==> config.mk <==
export PLATFORM = sky130hd
export DESIGN_NAME = scaled_glyph_rect_renderer_top
export DESIGN_NICKNAME = d
export VERILOG_FILES = /design/src/sv/sgr_pkg.sv /design/src/sv/sgr_front.sv /design/src/sv/sgr_queue.sv /design/src/sv/sgr_back.sv /design/src/sv/scaled_glyph_rect_renderer_top.sv
export SDC_FILE = /design/constraint.sdc
export NUM_CORES = 1
export LEC_CHECK = 0
export BUFFER_PORTS_ARGS = -buffer_cell sky130_fd_sc_hd__buf_4
export CORE_MARGIN = 3
export CORE_UTILIZATION = 35
export DETAILED_ROUTE_END_ITERATION = 6
export SETUP_SLACK_MARGIN = 0.3
export SYNTH_ARGS = -nofsm -noshare
export SYNTH_HDL_FRONTEND = slang
export SYNTH_SLANG_ARGS = --single-unit
==> constraint.sdc <==
create_clock -name clk -period 4.9 [get_ports clk]
set_input_delay 0.245 -clock clk [delete_from_list [all_inputs] [get_ports clk]]
set_output_delay 0.245 -clock clk [all_outputs]
set_load 0.01 [all_outputs]
==> src/sv/sgr_pkg.sv <==
// Shared types, constants and font lookup for the scaled glyph rectangle renderer.
package sgr_pkg;

  localparam int SCREEN_WIDTH_DEF  = 240;
  localparam int SCREEN_HEIGHT_DEF = 240;
  localparam int BURST_ROWS_DEF    = 20;

  localparam int COORD_W     = 16;
  localparam int GLYPH_COLS  = 5;
  localparam int GLYPH_ROWS  = 7;
  localparam int GLYPH_BITS  = GLYPH_COLS * GLYPH_ROWS;
  localparam int H_MAX       = GLYPH_ROWS * 15;
  localparam int QUEUE_DEPTH = 2;
  localparam int SPACE_INDEX = 31;

  localparam logic [2:0] LAST_ROW   = 3'(GLYPH_ROWS - 1);
  localparam logic [2:0] SPACER_COL = 3'(GLYPH_COLS);

  typedef struct packed {
    logic [GLYPH_BITS-1:0] glyph;
    logic signed [11:0]    px;
    logic signed [11:0]    py;
    logic [3:0]            scale;
    logic [15:0]           fg;
    logic [15:0]           bg;
  } glyph_rec_t;

  function automatic logic [4:0] glyph_index(input logic [7:0] code);
    logic [4:0] idx;
    case (code) inside
      ["0":"9"]: idx = 5'(code - 8'h30);
      "A":       idx = 5'd10;
      "B":       idx = 5'd11;
      "D":       idx = 5'd12;
      "E":       idx = 5'd13;
      "F":       idx = 5'd14;
      "G":       idx = 5'd15;
      "H":       idx = 5'd16;
      "I":       idx = 5'd17;
      "L":       idx = 5'd18;
      "M":       idx = 5'd19;
      "N":       idx = 5'd20;
      "O":       idx = 5'd21;
      "P":       idx = 5'd22;
      "R":       idx = 5'd23;
      "S":       idx = 5'd24;
      "T":       idx = 5'd25;
      "U":       idx = 5'd26;
      "Y":       idx = 5'd27;
      ":":       idx = 5'd28;
      "-":       idx = 5'd29;
      ".":       idx = 5'd30;
      default:   idx = 5'(SPACE_INDEX);
    endcase
    return idx;
  endfunction

  // Column 0 sits in the top byte, bit 0 of each byte is the top row.
  function automatic logic [39:0] font_columns(input logic [4:0] idx);
    logic [39:0] f;
    case (idx)
      5'd0:    f = 40'h3E_51_49_45_3E;
      5'd1:    f = 40'h00_42_7F_40_00;
      5'd2:    f = 40'h42_61_51_49_46;
      5'd3:    f = 40'h21_41_45_4B_31;
      5'd4:    f = 40'h18_14_12_7F_10;
      5'd5:    f = 40'h27_45_45_45_39;
      5'd6:    f = 40'h3C_4A_49_49_30;
      5'd7:    f = 40'h01_71_09_05_03;
      5'd8:    f = 40'h36_49_49_49_36;
      5'd9:    f = 40'h06_49_49_29_1E;
      5'd10:   f = 40'h7E_11_11_11_7E;
      5'd11:   f = 40'h7F_49_49_49_36;
      5'd12:   f = 40'h7F_41_41_22_1C;
      5'd13:   f = 40'h7F_49_49_49_41;
      5'd14:   f = 40'h7F_09_09_09_01;
      5'd15:   f = 40'h3E_41_49_49_7A;
      5'd16:   f = 40'h7F_08_08_08_7F;
      5'd17:   f = 40'h00_41_7F_41_00;
      5'd18:   f = 40'h7F_40_40_40_40;
      5'd19:   f = 40'h7F_02_04_02_7F;
      5'd20:   f = 40'h7F_04_08_10_7F;
      5'd21:   f = 40'h3E_41_41_41_3E;
      5'd22:   f = 40'h7F_09_09_09_06;
      5'd23:   f = 40'h7F_09_19_29_46;
      5'd24:   f = 40'h46_49_49_49_31;
      5'd25:   f = 40'h01_01_7F_01_01;
      5'd26:   f = 40'h3F_40_40_40_3F;
      5'd27:   f = 40'h07_08_70_08_07;
      5'd28:   f = 40'h00_36_36_00_00;
      5'd29:   f = 40'h08_08_08_08_08;
      5'd30:   f = 40'h00_60_60_00_00;
      default: f = 40'h00_00_00_00_00;
    endcase
    return f;
  endfunction

  // Dots in column-major order: bit col*7+row.
  function automatic logic [GLYPH_BITS-1:0] glyph_bits(input logic [7:0] code);
    logic [39:0]           f;
    logic [GLYPH_BITS-1:0] b;
    f = font_columns(glyph_index(code));
    for (int c = 0; c < GLYPH_COLS; c++) begin
      for (int r = 0; r < GLYPH_ROWS; r++) begin
        b[c*GLYPH_ROWS + r] = f[32 - 8*c + r];
      end
    end
    return b;
  endfunction

endpackage

==> src/sv/sgr_front.sv <==
// Front end: accepts a character item, looks up its glyph and hands it to the queue.
module sgr_front (
  input  logic               clk,
  input  logic               rst_n,
  input  logic               start,
  output logic               busy,
  input  logic [7:0]         in_char_code,
  input  logic signed [11:0] in_pos_x,
  input  logic signed [11:0] in_pos_y,
  input  logic [3:0]         in_scale,
  input  logic [15:0]        in_fg_color,
  input  logic [15:0]        in_bg_color,
  input  logic               q_full,
  output logic               push,
  output sgr_pkg::glyph_rec_t push_data
);
  import sgr_pkg::*;

  logic       vld_r;
  glyph_rec_t rec_r;
  logic       accept;

  assign busy   = vld_r && q_full;
  assign accept = start && !busy;
  assign push   = vld_r && !q_full;
  assign push_data = rec_r;

  always_ff @(posedge clk) begin
    if (!rst_n) begin
      vld_r <= 1'b0;
    end else if (accept) begin
      vld_r <= 1'b1;
    end else if (push) begin
      vld_r <= 1'b0;
    end
    if (accept) begin
      rec_r.glyph <= glyph_bits(in_char_code);
      rec_r.px    <= in_pos_x;
      rec_r.py    <= in_pos_y;
      rec_r.scale <= in_scale;
      rec_r.fg    <= in_fg_color;
      rec_r.bg    <= in_bg_color;
    end
  end

endmodule

==> src/sv/sgr_queue.sv <==
// Short queue of looked-up character items between the front end and the rectangle stepper.
module sgr_queue (
  input  logic                clk,
  input  logic                rst_n,
  input  logic                push,
  input  sgr_pkg::glyph_rec_t push_data,
  output logic                full,
  input  logic                pop,
  output sgr_pkg::glyph_rec_t pop_data,
  output logic                empty
);
  import sgr_pkg::*;

  localparam int ADDR_W = $clog2(QUEUE_DEPTH);
  localparam int CNT_W  = $clog2(QUEUE_DEPTH + 1);

  glyph_rec_t        mem_r [QUEUE_DEPTH];
  logic [ADDR_W-1:0] wr_ptr_r;
  logic [ADDR_W-1:0] rd_ptr_r;
  logic [CNT_W-1:0]  cnt_r;

  assign full     = cnt_r == CNT_W'(QUEUE_DEPTH);
  assign empty    = cnt_r == '0;
  assign pop_data = mem_r[rd_ptr_r];

  always_ff @(posedge clk) begin
    if (!rst_n) begin
      wr_ptr_r <= '0;
      rd_ptr_r <= '0;
      cnt_r    <= '0;
    end else begin
      if (push) begin
        wr_ptr_r <= ADDR_W'(wr_ptr_r + 1'b1);
      end
      if (pop) begin
        rd_ptr_r <= ADDR_W'(rd_ptr_r + 1'b1);
      end
      if (push && !pop) begin
        cnt_r <= CNT_W'(cnt_r + 1'b1);
      end else if (pop && !push) begin
        cnt_r <= CNT_W'(cnt_r - 1'b1);
      end
    end
    if (push) begin
      mem_r[wr_ptr_r] <= push_data;
    end
  end

endmodule

==> src/sv/sgr_back.sv <==
// Back end: steps through the 36 rectangles of a character, clips them and counts bursts.
module sgr_back #(
  parameter int SCREEN_WIDTH  = sgr_pkg::SCREEN_WIDTH_DEF,
  parameter int SCREEN_HEIGHT = sgr_pkg::SCREEN_HEIGHT_DEF,
  parameter int BURST_ROWS    = sgr_pkg::BURST_ROWS_DEF
) (
  input  logic                clk,
  input  logic                rst_n,
  input  logic                q_empty,
  input  sgr_pkg::glyph_rec_t q_data,
  output logic                pop,
  output logic                out_strobe,
  output logic                out_visible,
  output logic [7:0]          out_win_x,
  output logic [7:0]          out_win_y,
  output logic [3:0]          out_win_w,
  output logic [6:0]          out_win_h,
  output logic [15:0]         out_fill_color,
  output logic [2:0]          out_burst_count,
  output logic                out_last
);
  import sgr_pkg::*;

  localparam int BURST_K = 20;
  localparam int RECIP   = (2**BURST_K + BURST_ROWS - 1) / BURST_ROWS;
  localparam int RECIP_W = BURST_K + 1;
  localparam int NUM_W   = $clog2(H_MAX + BURST_ROWS);

  typedef struct packed {
    logic        vld;
    logic        vis;
    logic [7:0]  x;
    logic [7:0]  y;
    logic [3:0]  w;
    logic [6:0]  h;
    logic [15:0] color;
    logic        last;
  } clip_t;

  logic                      active_r;
  glyph_rec_t                rec_r;
  logic [2:0]                row_r;
  logic [2:0]                col_r;
  logic [5:0]                bit_r;
  logic signed [COORD_W-1:0] x_r;
  logic signed [COORD_W-1:0] y_r;
  clip_t                     st1_r;

  logic                      spacer;
  logic signed [COORD_W-1:0] s_ext;
  logic signed [COORD_W-1:0] py_ext;
  logic [6:0]                h7;
  clip_t                     st1_nxt;
  logic [NUM_W-1:0]          num;
  logic [NUM_W+RECIP_W-1:0]  prod;

  assign spacer = col_r == SPACER_COL;
  assign pop    = !q_empty && (!active_r || spacer);
  assign s_ext  = {{(COORD_W-4){1'b0}}, rec_r.scale};
  assign py_ext = {{(COORD_W-12){rec_r.py[11]}}, rec_r.py};
  assign h7     = 7'({rec_r.scale, 3'b000} - {3'b000, rec_r.scale});

  always_comb begin
    logic signed [COORD_W-1:0] cx;
    logic signed [COORD_W-1:0] cy;
    logic signed [COORD_W-1:0] cw;
    logic signed [COORD_W-1:0] ch;
    logic signed [COORD_W-1:0] sw;
    logic signed [COORD_W-1:0] sh;
    logic                      vis;
    sw  = COORD_W'(SCREEN_WIDTH);
    sh  = COORD_W'(SCREEN_HEIGHT);
    cx  = x_r;
    cy  = y_r;
    cw  = s_ext;
    ch  = spacer ? {{(COORD_W-7){1'b0}}, h7} : s_ext;
    vis = 1'b0;
    if (cw > 0 && ch > 0) begin
      if (cx < 0) begin
        cw = cw + cx;
        cx = '0;
      end
      if (cy < 0) begin
        ch = ch + cy;
        cy = '0;
      end
      if (cx + cw > sw) begin
        cw = sw - cx;
      end
      if (cy + ch > sh) begin
        ch = sh - cy;
      end
      vis = cw > 0 && ch > 0;
    end
    if (!vis) begin
      cx = '0;
      cy = '0;
      cw = '0;
      ch = '0;
    end
    st1_nxt.vld   = active_r;
    st1_nxt.vis   = vis;
    st1_nxt.x     = cx[7:0];
    st1_nxt.y     = cy[7:0];
    st1_nxt.w     = cw[3:0];
    st1_nxt.h     = ch[6:0];
    st1_nxt.color = (!spacer && rec_r.glyph[bit_r]) ? rec_r.fg : rec_r.bg;
    st1_nxt.last  = spacer;
  end

  assign num  = NUM_W'(st1_r.h) + NUM_W'(BURST_ROWS - 1);
  assign prod = (NUM_W+RECIP_W)'(num) * (NUM_W+RECIP_W)'(RECIP);

  always_ff @(posedge clk) begin
    if (!rst_n) begin
      active_r   <= 1'b0;
      st1_r.vld  <= 1'b0;
      out_strobe <= 1'b0;
    end else begin
      if (pop) begin
        active_r <= 1'b1;
      end else if (spacer) begin
        active_r <= 1'b0;
      end
      st1_r.vld  <= st1_nxt.vld;
      out_strobe <= st1_r.vld;
    end
    if (pop) begin
      rec_r <= q_data;
      x_r   <= {{(COORD_W-12){q_data.px[11]}}, q_data.px};
      y_r   <= {{(COORD_W-12){q_data.py[11]}}, q_data.py};
      row_r <= '0;
      col_r <= '0;
      bit_r <= '0;
    end else if (active_r && !spacer) begin
      bit_r <= 6'(bit_r + 1'b1);
      if (row_r == LAST_ROW) begin
        row_r <= '0;
        col_r <= 3'(col_r + 1'b1);
        x_r   <= x_r + s_ext;
        y_r   <= py_ext;
      end else begin
        row_r <= 3'(row_r + 1'b1);
        y_r   <= y_r + s_ext;
      end
    end
    st1_r.vis   <= st1_nxt.vis;
    st1_r.x     <= st1_nxt.x;
    st1_r.y     <= st1_nxt.y;
    st1_r.w     <= st1_nxt.w;
    st1_r.h     <= st1_nxt.h;
    st1_r.color <= st1_nxt.color;
    st1_r.last  <= st1_nxt.last;
    out_visible     <= st1_r.vis;
    out_win_x       <= st1_r.x;
    out_win_y       <= st1_r.y;
    out_win_w       <= st1_r.w;
    out_win_h       <= st1_r.h;
    out_fill_color  <= st1_r.color;
    out_burst_count <= prod[BURST_K +: 3];
    out_last        <= st1_r.last && st1_r.vld;
  end

endmodule

==> src/sv/scaled_glyph_rect_renderer_top.sv <==
// Top level of the scaled glyph rectangle renderer: front end, item queue and rectangle stepper.
// Each character item yields 36 rectangles, one per clock cycle; the back-end stepper walks the
// 35 font dots in column-major order and then the spacer column. An accepted item passes the
// front-end register, the queue and the stepper, clip and output registers, and the rectangles of
// consecutive items follow without a gap while the next item is already queued. An item is
// accepted when start is high and busy is low; busy rises only when the two-entry queue and the
// front-end register are both full. Results carry no back-pressure: each is valid for the single
// cycle in which out_strobe is high, and out_last marks the spacer, the last of the 36.
module scaled_glyph_rect_renderer_top #(
  parameter int SCREEN_WIDTH  = sgr_pkg::SCREEN_WIDTH_DEF,
  parameter int SCREEN_HEIGHT = sgr_pkg::SCREEN_HEIGHT_DEF,
  parameter int BURST_ROWS    = sgr_pkg::BURST_ROWS_DEF
) (
  input  logic               clk,
  input  logic               rst_n,
  input  logic               start,
  output logic               busy,
  input  logic [7:0]         in_char_code,
  input  logic signed [11:0] in_pos_x,
  input  logic signed [11:0] in_pos_y,
  input  logic [3:0]         in_scale,
  input  logic [15:0]        in_fg_color,
  input  logic [15:0]        in_bg_color,
  output logic               out_strobe,
  output logic               out_visible,
  output logic [7:0]         out_win_x,
  output logic [7:0]         out_win_y,
  output logic [3:0]         out_win_w,
  output logic [6:0]         out_win_h,
  output logic [15:0]        out_fill_color,
  output logic [2:0]         out_burst_count,
  output logic               out_last
);
  import sgr_pkg::*;

  logic       q_push;
  logic       q_full;
  logic       q_pop;
  logic       q_empty;
  glyph_rec_t q_in;
  glyph_rec_t q_out;

  sgr_front u_front (
    .clk          (clk),
    .rst_n        (rst_n),
    .start        (start),
    .busy         (busy),
    .in_char_code (in_char_code),
    .in_pos_x     (in_pos_x),
    .in_pos_y     (in_pos_y),
    .in_scale     (in_scale),
    .in_fg_color  (in_fg_color),
    .in_bg_color  (in_bg_color),
    .q_full       (q_full),
    .push         (q_push),
    .push_data    (q_in)
  );

  sgr_queue u_queue (
    .clk       (clk),
    .rst_n     (rst_n),
    .push      (q_push),
    .push_data (q_in),
    .full      (q_full),
    .pop       (q_pop),
    .pop_data  (q_out),
    .empty     (q_empty)
  );

  sgr_back #(
    .SCREEN_WIDTH  (SCREEN_WIDTH),
    .SCREEN_HEIGHT (SCREEN_HEIGHT),
    .BURST_ROWS    (BURST_ROWS)
  ) u_back (
    .clk             (clk),
    .rst_n           (rst_n),
    .q_empty         (q_empty),
    .q_data          (q_out),
    .pop             (q_pop),
    .out_strobe      (out_strobe),
    .out_visible     (out_visible),
    .out_win_x       (out_win_x),
    .out_win_y       (out_win_y),
    .out_win_w       (out_win_w),
    .out_win_h       (out_win_h),
    .out_fill_color  (out_fill_color),
    .out_burst_count (out_burst_count),
    .out_last        (out_last)
  );

  a_clipped_is_zero: assert property (@(posedge clk) disable iff (!rst_n)
    (out_strobe && !out_visible) |->
      (out_win_w == 4'd0 && out_win_h == 7'd0 && out_burst_count == 3'd0))
    else $error("fully clipped rectangle carries geometry");

  a_visible_nonempty: assert property (@(posedge clk) disable iff (!rst_n)
    (out_strobe && out_visible) |-> (out_win_w != 4'd0 && out_win_h != 7'd0))
    else $error("visible rectangle is empty");

  a_last_strobed: assert property (@(posedge clk) disable iff (!rst_n)
    out_last |-> out_strobe)
    else $error("last flag without a result");

  a_no_pop_when_empty: assert property (@(posedge clk) disable iff (!rst_n)
    q_pop |-> !q_empty)
    else $error("queue popped while empty");

endmodule

# [Word-level counts from Yosys, hierarchy flattened]
# Memories as Yosys holds them, arrays and structs flattened. A register that Yosys moved wholly into a read port is not among the register bits.
# Index checks and enable logic that the tools add are counted.
[word_totals] regBits=288 ramBits=190 mem_bits_ro=1120 output_inout_bits=50 word_cells=181 memories=2
[classes] add_sub_neg=17 n_mul=1 order_cmp=11 n_eq_ne=24 mux=61 n_reduce_logical=28
[memory_table] name="(no name shown)" words=32 width=35 rd=1 rd_clocked_by_memory_dff=1 write_ports=0 line="sgr_pkg.sv:61" rtl="case (idx)"
[memory_table] name="u_queue.mem_r" words=2 width=95 rd=1 rd_clocked_by_memory_dff=1 write_ports=1 line="sgr_queue.sv:17" rtl="glyph_rec_t mem_r [QUEUE_DEPTH];"
[ops] op="2-to-1 mux 16 bit" n=19
[ops] op="== test 8 x 7 -> 1 bit, second input constant" n=18
[ops] op="2-to-1 mux 5 bit" n=22
[ops] op="greater-than comparator 16 x 1 -> 1 bit, second input constant" n=3
[ops] op="adder 16 bit" n=2
[ops] op="greater-than comparator 16 x 9 -> 1 bit, second input constant" n=2
[ops] op="less-than comparator 16 x 1 -> 1 bit, second input constant" n=2
[ops] op="subtractor 9 x 16 -> 16 bit, first input constant" n=2
[ops] op="== test 8 x 6 -> 1 bit, second input constant" n=3
[ops] op="multiplier 7 x 16 -> 23 bit, second input constant" n=1
[ops] op="adder 16 x 5 -> 16 bit" n=1
[ops] op="adder 5 x 16 -> 16 bit" n=1
[ops] op="adder 8 x 16 -> 16 bit" n=1
[ops] op="2-to-1 mux 8 bit" n=2
[ops] op="2-to-1 mux 7 bit" n=2
[ops] op="logical AND 1 bit" n=12
[ops] op="2-to-1 mux 1 bit" n=11
[ops] op="nonzero test 2 bit" n=5
[ops] op=">= comparator 8 x 6 -> 1 bit, second input constant" n=1
[ops] op="<= comparator 8 x 6 -> 1 bit, second input constant" n=1
[ops] op="adder 7 x 5 -> 7 bit, second input constant" n=1
[ops] op="logical NOT 1 bit" n=7
[ops] op="less-than comparator 6 x 7 -> 1 bit, second input constant" n=1
[ops] op="subtractor 7 x 4 -> 7 bit" n=1
[ops] op="other kinds (16)" n=21

# [Logic depth before layout (Yosys ltp)]
# Gate-level depths: netlist of the first run.
[logic_depth] depth_word=24 depth_mapped=28 mapped_depth_nobuf=25

# [Hierarchy]
# From an unflattened synthesis of the first run, not the netlist that was laid out.
[unflattened] cells_unflattened=1904 area_unflattened_um2=24526.0
[by_module_without_submodules] module="sgr_back" instances=1 cells_each=1199 area_per_inst_um2=12552.0 seq_area_each_um2=5615.4
[by_module_without_submodules] module="sgr_queue" instances=1 cells_each=318 area_per_inst_um2=7282.0 seq_area_each_um2=5805.6
[by_module_without_submodules] module="sgr_front" instances=1 cells_each=387 area_per_inst_um2=4692.0 seq_area_each_um2=2872.8

# [Worst setup path after synthesis of the first run]
# Ideal clock, no wire load.
[synth_timing] path_kind="reg-to-reg" from="register u_queue.cnt_r[0]" to="register u_front.rec_r (netlist bit u_front.push_data[0]), enable pin" arrival_ps=4842 setup_slack_ps=-502 stages_incl_launch_ff=4 n_path_buf=0 synth_period_minus_slack_ps=5402 cell_sequence="dfxtp_1 > nand2b_1 > nor2_1 > nor2b_1"
[synth_via] elab_chain_cells=4
[synth_lines] element="start, declared" line="sgr_queue.sv:20" rtl="logic [CNT_W-1:0] cnt_r;"
[synth_lines] element="start signal, assigned" line="sgr_queue.sv:39" rtl="cnt_r <= CNT_W'(cnt_r + 1'b1);"
[synth_lines] element="start signal, assigned" line="sgr_queue.sv:41" rtl="cnt_r <= CNT_W'(cnt_r - 1'b1);"
[synth_lines] element="== test 2 bit" line="sgr_queue.sv:22" rtl="assign full = cnt_r == CNT_W'(QUEUE_DEPTH);"
[synth_lines] element="logical AND 1 bit" line="sgr_front.sv:23" rtl="assign busy = vld_r && q_full;"
[synth_lines] element="named net busy" line="scaled_glyph_rect_renderer_top.sv:17" rtl="output logic busy,"
[synth_lines] element="logical NOT 1 bit" line="sgr_front.sv:24" rtl="assign accept = start && !busy;"
[synth_lines] element="logical AND 1 bit" line="sgr_front.sv:24"
[synth_lines] element="named net u_front.accept" line="sgr_front.sv:21" rtl="logic accept;"
[synth_lines] element="end, declared" line="sgr_front.sv:20" rtl="glyph_rec_t rec_r;"
# The timed path passes the listed nets, and every way through them passes these cells.
# A chain may end at the register's enable or synchronous reset.

# [Final worst setup path of the first run]
[layout_timing] from="register u_back.col_r[1]" to="register u_back.st1_r[22] (netlist bit)"
[layout_via] elab_chain_cells=12
[layout_lines] element="start, declared" line="sgr_back.sv:43" rtl="logic [2:0] col_r;"
[layout_lines] element="start signal, assigned" line="sgr_back.sv:139" rtl="col_r <= 3'(col_r + 1'b1);"
[layout_lines] element="== test 3 bit *" line="sgr_back.sv:57" rtl="assign spacer = col_r == SPACER_COL;"
[layout_lines] element="2-to-1 mux 7 bit *" line="sgr_back.sv:76" rtl="ch = spacer ? {{(COORD_W-7){1'b0}}, h7} : s_ext;"
[layout_lines] element="adder 8 x 16 -> 16 bit" line="sgr_back.sv:84" rtl="ch = ch + cy;"
[layout_lines] element="2-to-1 mux 16 bit" line="sgr_back.sv:83" rtl="if (cy < 0) begin"
[layout_lines] element="2-to-1 mux 16 bit" line="sgr_back.sv:78" rtl="if (cw > 0 && ch > 0) begin"
[layout_lines] element="adder 16 bit" line="sgr_back.sv:90" rtl="if (cy + ch > sh) begin"
[layout_lines] element="greater-than comparator 16 x 9 -> 1 bit" line="sgr_back.sv:90"
[layout_lines] element="2-to-1 mux 16 bit" line="sgr_back.sv:90"
[layout_lines] element="2-to-1 mux 16 bit" line="sgr_back.sv:78"
[layout_lines] element="greater-than comparator 16 x 1 -> 1 bit" line="sgr_back.sv:93" rtl="vis = cw > 0 && ch > 0;"
[layout_lines] element="logical AND 1 bit" line="sgr_back.sv:93"
[layout_lines] element="2-to-1 mux 1 bit" line="sgr_back.sv:78"
[layout_lines] element="end, declared" line="sgr_back.sv:47" rtl="clip_t st1_r;"
# Every way passes the cells marked *; elsewhere a longest branch is shown, timed or not. The select of a mux whose other input is x is not followed.

==> parameters.txt, run 1 <==
Parameter                              Value

CTS
  Clock slew at the register clock pins of the worst setup and hold paths    0.07 ns
  Clk Tree Root Cell    clkbuf_16
  Largest buffer count on any clock path    3
  TritonCTS Sinks    514
  Clock latency reported for the late side of the worst-skew pair    0.62 ns
  Number of clock buffers inserted by TritonCTS    51
  Number of levels the H-tree was split into    2
  Clock tree from TritonCTS    yes

Power and ir drop
  Leak pwr    10.97 nW
  Pwr per Cell Area    673.8 mW/mm^2
  Maximum VDD drop    0.4733 mV

Setup path
  Number of cells on the worst reg-to-reg path    24
  Category of the worst setup path capture point    register
  Count of buffer and inverter cells on the critical path    3
  Required @ worst endpoint    5.40 ns
  Largest incremental delay on the critical path    0.50 ns
  Depth of the critical timing path with buffers and inverters included    24
  Launch point of the critical path    u_back.col_r[1]
  CP max stage cell    or4_4
  Cell class contributing the biggest share of worst-path delay    compound AO/OA/AOI/OAI gates
  Max FO, Critical Path    6
  Worst setup path class    reg -> reg
  Startpoint class of the critical path    register
  Termination of the worst setup path    u_back.st1_r[22]
  Worst setup slack for register-to-register paths    -0.19 ns
  Cells along the critical path    inv_1 -> ha_1 -> nand2_2 -> mux2_4 -> ha_4 -> a21o_1 -> nand4_1 -> o21ai_1 -> nor2_1 -> xnor2_1 -> mux2_4 -> ha_4 -> nand2_1 -> a211o_1 -> and2_4 -> or4_4 -> a221oi_2 -> nor3_1 -> a31oi_2 -> buf_4 -> mux2i_4 -> o311ai_4 -> clkbuf_16 -> a2111oi_4
  Beginning of the worst register-to-register path    u_back.col_r[1]
  Capture instance of the worst register-to-register path    u_back.st1_r[22]
  Critical Path AT    5.59 ns

STA
  Final critical-path setup slack    -0.1913 ns
  Hold violation total from the final report    0
  Portion of the clock cycle consumed by the worst path in the final layout    103.9%
  Achievable frequency    196.4 MHz
  Final number of max-transition violations    0
  Fin Clk Skew    0.07250 ns
  Setup repair after global routing missed its margin    yes
  Worst slew slack as a fraction of its limit    30.80%
  Min cycle time layout    5.091 ns
  Setup violators final    28
  Tightest Pin Transition    1.036 ns

Place
  Instance area after placement    0.02662 sq mm
  Routability congestion estimate    0.8736
  Minimum setup slack after placement    -0.3744 ns
  DP HPWL    36150 microns
  Number of buffers inserted by port buffering    120

Floorplan
  Die X    266.8 microns
  Initial Util    35.77%
  Die area    0.07119 sq mm
  Core outline area    0.06657 sq mm
  Die height    266.8 microns
  Number of rows in the core area    94
  Number of placed I/O pins    121

Outcome
  Outcome    finished, violations left
  Failing checks    negative setup slack

Final layout
  Sequential cell area    0.01430 sq mm
  Final non-filler cell area    0.02963 sq mm
  Number of diodes added for antenna fixing    0
  Layout cell share with drive strength beyond 1    27.77%
  Area Overhead vs Synth    24.46%
  Final #Nets    2356
  Multi-input combinational cell area    0.009424 sq mm
  Filler Cell Count    6091

GRT
  All-layer global routing usage    14.77%
  Number of global-route vias before repair    15930
  Global-route wire length before repair    85800 microns
  Sum of overflow across all layers after global routing    0
  Pin count of the biggest net entering global routing    64
  Initial antenna violation count    0

Route
  1st-iter DRT viols    1126
  Routed wirelength normalized by instance count    17.12 microns
  Detailed Route WL    52660 microns
  Per-cell via count in the routed design    5.060
  DRC violations left    0
  First-pass iteration count of the detailed router    5
  Via count    15560
  Post-detailed-route count of antenna-violating nets    0

Logic synthesis
  Gate count of the mapped netlist    1862
  Number of warnings reported in the yosys synthesis log    0
  Ranking of synthesized cells by instance count    400 x edfxtp_1, 157 x nor2_1, 124 x nand2_1, 114 x dfxtp_1, 103 x mux2_2
  Average footprint of a synthesized cell    12.79 sq um
  Seq cells post-synth    514
  Post-synth EDFFs    400
  Most used standard cell by instance count after synthesis    edfxtp_1
  Post-synthesis net count    2049
  Top cells by area, synth    edfxtp_1 50%, dfxtp_1 9.6%, ha_1 5.3%, mux2_2 4.9%, nor2_1 2.5%
  Largest area contributor in the synthesized netlist    edfxtp_1
  Top_reg_cell synth    edfxtp_1
  Share of synthesized registers carrying an async set or reset    0%
  Count of different cell masters after synthesis    101
  Area share of the largest cell type after synthesis    50.45%
  Sequential area share after synthesis    60.03%
  Netlist area before placement    0.02381 sq mm

Run
  Max-Cap Viols    0

Min path
  Path class of the lowest-slack min-delay path    in -> reg
[final cells by class]
type / instances / share of cell area [%]
sequential: 514 / 48.25
tap: 864 / 3.648
timing repair buffer: 341 / 9.530
inverter: 69 / 0.8825
clock inverter: 31 / 1.136
clock buffer: 64 / 4.750
multi-input combinational: 1192 / 31.80
[layout by cell type, fill, tap and decap left out, types with 9 or more instances in the layout]
master	netlist	routed
a31oi_1	16	13
nand4_1	13	13
clkbuf_16	0	55
o211ai_1	16	16
o21ai_0	99	84
or3_1	13	13
xnor2_1	47	43
o22ai_1	10	10
nand3_1	32	31
dfxtp_1	114	112
a22oi_1	9	9
xor2_1	21	21
dlygate4sd3_1	0	63
buf_4	2	266
ha_1	101	87
edfxtp_1	400	400
a21oi_2	1	12
a211oi_1	13	11
nor3_1	26	24
nor2_1	157	144
mux2i_1	21	20
nand2_1	124	122
mux4_2	11	11
nor2b_1	32	30
o21a_1	12	12
fa_1	15	12
o21ai_1	2	10
a21oi_1	97	86
inv_1	65	61
and2_1	16	15
a21o_1	13	13
ha_4	0	10
mux2_2	103	100
nor3_2	12	11
[how the worst min path moves through the flow]
stage	startpoint	endpoint	cells after the start
final	in_char_code[3]	u_front.push_data[83]	3
after global routing	in_char_code[3]	u_front.push_data[83]	3
after detailed placement	u_back.st1_r[4]	u_back.out_fill_color[3]	0
after CTS	in_char_code[3]	u_front.push_data[83]	3
after global placement	u_back.st1_r[4]	u_back.out_fill_color[3]	0
after floorplan	u_back.st1_r[1]	u_back.out_fill_color[0]	0
[worst register-to-register path, delay by kind of cell, from the launching register on]
kind / cells / cell delay (ns)
multiplexers: 3 / 0.88
flip-flops: 1 / 0.34
buffers and inverters: 3 / 0.42
AND/OR/NAND/NOR: 7 / 1.08
AO/OA/AOI/OAI: 7 / 1.40
adder cells (fa/ha/maj): 3 / 0.72
XOR/XNOR: 1 / 0.13
[per-layer routing]
layer  GRT usage (%)  up-vias  wire length, microns
li1                -     7567                     -
met1           20.11     7575                 24000
met2           24.98      343                 25400
met3           2.139       74                  2397
met4           3.483        0                   855
met5               0        -                     0
[state kept, by name (all words and copies together) (netlist names), 4 cells and up, named ones only]
name and cells:
u_back.rec_r 71, u_back.x_r 16, u_back.st1_r 46, u_back.py_ext 12, u_back.out_win_h 7, u_front.push_data 95
u_back.y_r 16, u_back.out_win_y 8, u_back.out_win_x 8, u_queue.mem_r 190, u_back.out_win_w 4, u_back.bit_r 6
u_back.out_fill_color 16
[logic make-up (layout without fill, tap and decap cells)]
family	after synthesis	count (layout)	synth area share [%]
DFF	514	514	60.03
and+or+nand+nor	486	486	10.21
AOI/OAI and AO/OA	383	383	10.88
buffers and inverters	156	505	2.691
muxes	137	137	6.953
adders and majority gates	116	116	6.569
xor gates and xnor gates	70	70	2.664
[through the flow]
step                TNS (ns)  hold slack, ns  util [%]  total power [W]  instances
CTS                   -2.935          0.2043     44.23          0.01981       3072
global placement      -4.393          0.3139     39.99          0.01512       2893
detailed placement    -7.093          0.3121     39.99          0.01532       2893
global route          -10.87          0.2572     44.52          0.02150       3075
floorplan                  0          0.3096         -          0.01245       1862
finish                -3.044          0.2498     44.52          0.01997       3075
[power breakdown]
group | switching, W | internal [W]
Sequential | 0.000578 | 0.00594
Clock | 0.00169 | 0.00223
Combinational | 0.00519 | 0.00434
[repair_timing]
action,CTS,global route
setup buffers,19,2
hold endpoints to repair,69,0
endpoints found under the setup margin,30,31
hold buffers,63,0
cloned,2,1
pin swaps,39,8
resized for setup,55,38
Note: power is estimated with default switching activity, not from simulation.
==> run 2, diff against run 1 <==
--- a/config.mk
+++ b/config.mk
@@ -9,7 +9,7 @@
 export CORE_MARGIN = 3
 export CORE_UTILIZATION = 35
 export DETAILED_ROUTE_END_ITERATION = 6
-export SETUP_SLACK_MARGIN = 0.3
+export SETUP_SLACK_MARGIN = 0.1
 export SYNTH_ARGS = -nofsm -noshare
 export SYNTH_HDL_FRONTEND = slang
 export SYNTH_SLANG_ARGS = --single-unit
==> run 2 against run 1 <==
  * Worst setup slack improved by 0.012 ns
  * The run still ends with negative setup slack left
  * Largest cell class unchanged
  * Highest routed layer unchanged
  * Critical path depth unchanged
  * Hold slack gained 0.0049 ns
==> parameters.txt, run 2 (synthesized netlist as in run 1, its figures left out) <==
Parameter                              Value

Outcome
  Outcome    finished, violations left
  Failing checks    negative setup slack

GRT
  All-layer global routing usage    14.77% (unchanged)
  Pin count of the biggest net entering global routing    64 (unchanged)
  Number of global-route vias before repair    15930 (-0.025%)
  Initial antenna violation count    0 (unchanged)
  Global-route wire length before repair    85800 microns (unchanged)
  Sum of overflow across all layers after global routing    0 (unchanged)

Route
  Per-cell via count in the routed design    5.039 (-0.42%)
  Detailed Route WL    52760 microns (+0.20%)
  1st-iter DRT viols    1228 (+9.1%)
  Routed wirelength normalized by instance count    17.16 microns (+0.20%)
  Via count    15490 (-0.42%)
  DRC violations left    0 (unchanged)
  First-pass iteration count of the detailed router    5 (unchanged)
  Post-detailed-route count of antenna-violating nets    0 (unchanged)

CTS
  Clock slew at the register clock pins of the worst setup and hold paths    0.07 ns (about the same)
  TritonCTS Sinks    514 (unchanged)
  Clock latency reported for the late side of the worst-skew pair    0.61 ns (about the same)
  Number of levels the H-tree was split into    2 (unchanged)
  Clk Tree Root Cell    clkbuf_16
  Clock tree from TritonCTS    yes
  Number of clock buffers inserted by TritonCTS    51 (unchanged)
  Largest buffer count on any clock path    3 (unchanged)

Floorplan
  Number of placed I/O pins    121 (unchanged)
  Core outline area    0.06657 sq mm (unchanged)
  Die X    266.8 microns (unchanged)
  Die height    266.8 microns (unchanged)
  Number of rows in the core area    94 (unchanged)
  Initial Util    35.77% (unchanged)
  Die area    0.07119 sq mm (unchanged)

Setup path
  Category of the worst setup path capture point    register
  Required @ worst endpoint    5.40 ns (about the same)
  Critical Path AT    5.58 ns (about the same)
  Beginning of the worst register-to-register path    u_back.col_r[1]
  Max FO, Critical Path    6 (unchanged)
  Launch point of the critical path    u_back.col_r[1]
  Startpoint class of the critical path    register
  Worst setup path class    reg -> reg

Final layout
  Layout cell share with drive strength beyond 1    27.23% (-0.54 points)
  Area Overhead vs Synth    24.21%
  Most flops, register    u_queue.mem_r
  Most frequent standard cell in the layout excluding fill and tap cells    edfxtp_1
  Number of diodes added for antenna fixing    0 (unchanged)
  Final #Nets    2356 (unchanged)
  Most used cells in the layout excluding fill and tap cells    400 x edfxtp_1, 267 x buf_4, 148 x nor2_1
  Number of flip-flops under the largest register name    190 (unchanged)

STA
  Worst slew slack as a fraction of its limit    30.30% (-0.50 points)
  Final critical-path setup slack    -0.1792 ns (+0.01211 ns)
  Portion of the clock cycle consumed by the worst path in the final layout    103.7% (-0.25 points)
  Final number of max-transition violations    0 (unchanged)
  Tightest Pin Transition    1.043 ns (+0.007535 ns)
  Hold violation total from the final report    0 (unchanged)
  Fin Clk Skew    0.07226 ns (-0.0002389 ns)
  Setup repair after global routing missed its margin    yes
  Min cycle time layout    5.079 ns (-0.01211 ns)
  Min Hold Slack    0.2547 ns (+0.004925 ns)
  Setup violators final    28 (unchanged)
  Achievable frequency    196.9 MHz (+0.24%)

Place
  DP HPWL    36150 microns (unchanged)
  Routability congestion estimate    0.8736 (unchanged)
  Number of buffers inserted by port buffering    120 (unchanged)

Run
  Max-Cap Viols    0 (unchanged)

Power and ir drop
  Maximum VDD drop    0.4773 mV (+0.85%)
  Pwr per Cell Area    672.7 mW/mm^2 (-0.17%)
  Leak pwr    10.95 nW (-0.17%)
  Overall power    0.01989 W (-0.37%)

Min path
  Beginning of the worst hold path    in_char_code[3]
  Path class of the lowest-slack min-delay path    in -> reg
==> run 2: cell types whose count changed in the layout (fill, tap and decap cells not counted), moves of 2 or more <==
cell,before,now
nor2_2,8,6
nor2_1,144,148
xnor2_2,5,3
xnor2_1,43,45
nor2_4,6,4
==> run 2: per-layer routing <==
layer / wire length, microns / share of wire [%] / track usage (%) / vias to the layer above
met5: 0 / 0 / 0 / -
met4: 849 / 1.6 / 3.483 / 0
met3: 2355 / 4.5 / 2.139 / 72
met2: 25520 / 48 / 24.98 / 329
met1: 24030 / 46 / 20.11 / 7522
li1: - / - / - / 7571
==> run 2: worst paths after layout <==
path | end | slack (ns) | cells after the start
setup / recovery | u_back.st1_r[22] | -0.18 | 24
hold reg to reg | u_back.out_win_x[4] | 0.33 | 0
hold / removal | u_front.push_data[83] | 0.25 | 3
setup reg to reg | u_back.st1_r[22] | -0.18 | 24
==> run 2: layout make-up <==
| cell class | instances | area, sq um |
|---|---|---|
| clock buffers | 64 | 1408 |
| clock inverters | 31 | 336.6 |
| well taps | 864 | 1081 |
| flip-flops and latches | 514 | 14300 |
| fillers | 6105 | 37000 |
| multi-input cells | 1192 | 9376 |
| inverters | 69 | 261.5 |
| repair buffers | 341 | 2813 |
==> run 2: where the power goes <==
group	switching, W	total [W]	internal (W)
sequential	0.000575	0.00651	0.00594
combinational	0.00516	0.00946	0.00430
clock	0.00169	0.00392	0.00223
total	0.00742	0.0199	0.0125
==> run 2: per-stage QoR <==
step | setup WS, ns | std cells | util (%) | setup TNS [ns] | instance area [sq um]
2_1_floorplan | 0.01217 | 1862 | - | 0 | 23970
3_3_place_gp | -0.2391 | 2893 | 39.99 | -4.393 | 26620
3_5_place_dp | -0.3744 | 2893 | 39.99 | -7.093 | 26620
4_1_cts | -0.1564 | 3071 | 44.21 | -2.935 | 29430
5_1_grt | -0.4651 | 3075 | 44.43 | -11.04 | 29570
6_report | -0.1792 | 3075 | 44.43 | -3.320 | 29570
==> run 2: worst max-delay path, stage by stage, from the launching register on <==
cell	delay (ns)
dfxtp_1	0.34
inv_1	0.05
ha_1	0.18
nand2_2	0.13
mux2_4	0.35
ha_4	0.27
a21o_1	0.14
nand4_1	0.09
o21ai_1	0.09
nor2_1	0.06
xnor2_1	0.13
mux2_4	0.28
ha_4	0.27
nand2_1	0.06
a211o_1	0.27
and2_4	0.15
or4_4	0.50
a221oi_2	0.27
nor3_1	0.09
a31oi_2	0.17
buf_4	0.16
mux2i_4	0.25
o311ai_4	0.17
clkbuf_16	0.21
a2111oi_4	0.27
==> run 2: repair_timing <==
item / 4_1_cts / 5_1_grt
endpoints found under the setup margin: 28 / 31
hold buffers: 63 / 0
pin swaps: 38 / 5
endpoints found under the hold margin: 69 / 0
gates cloned: 2 / 1
resized for setup: 55 / 27
buffers inserted: 18 / 4
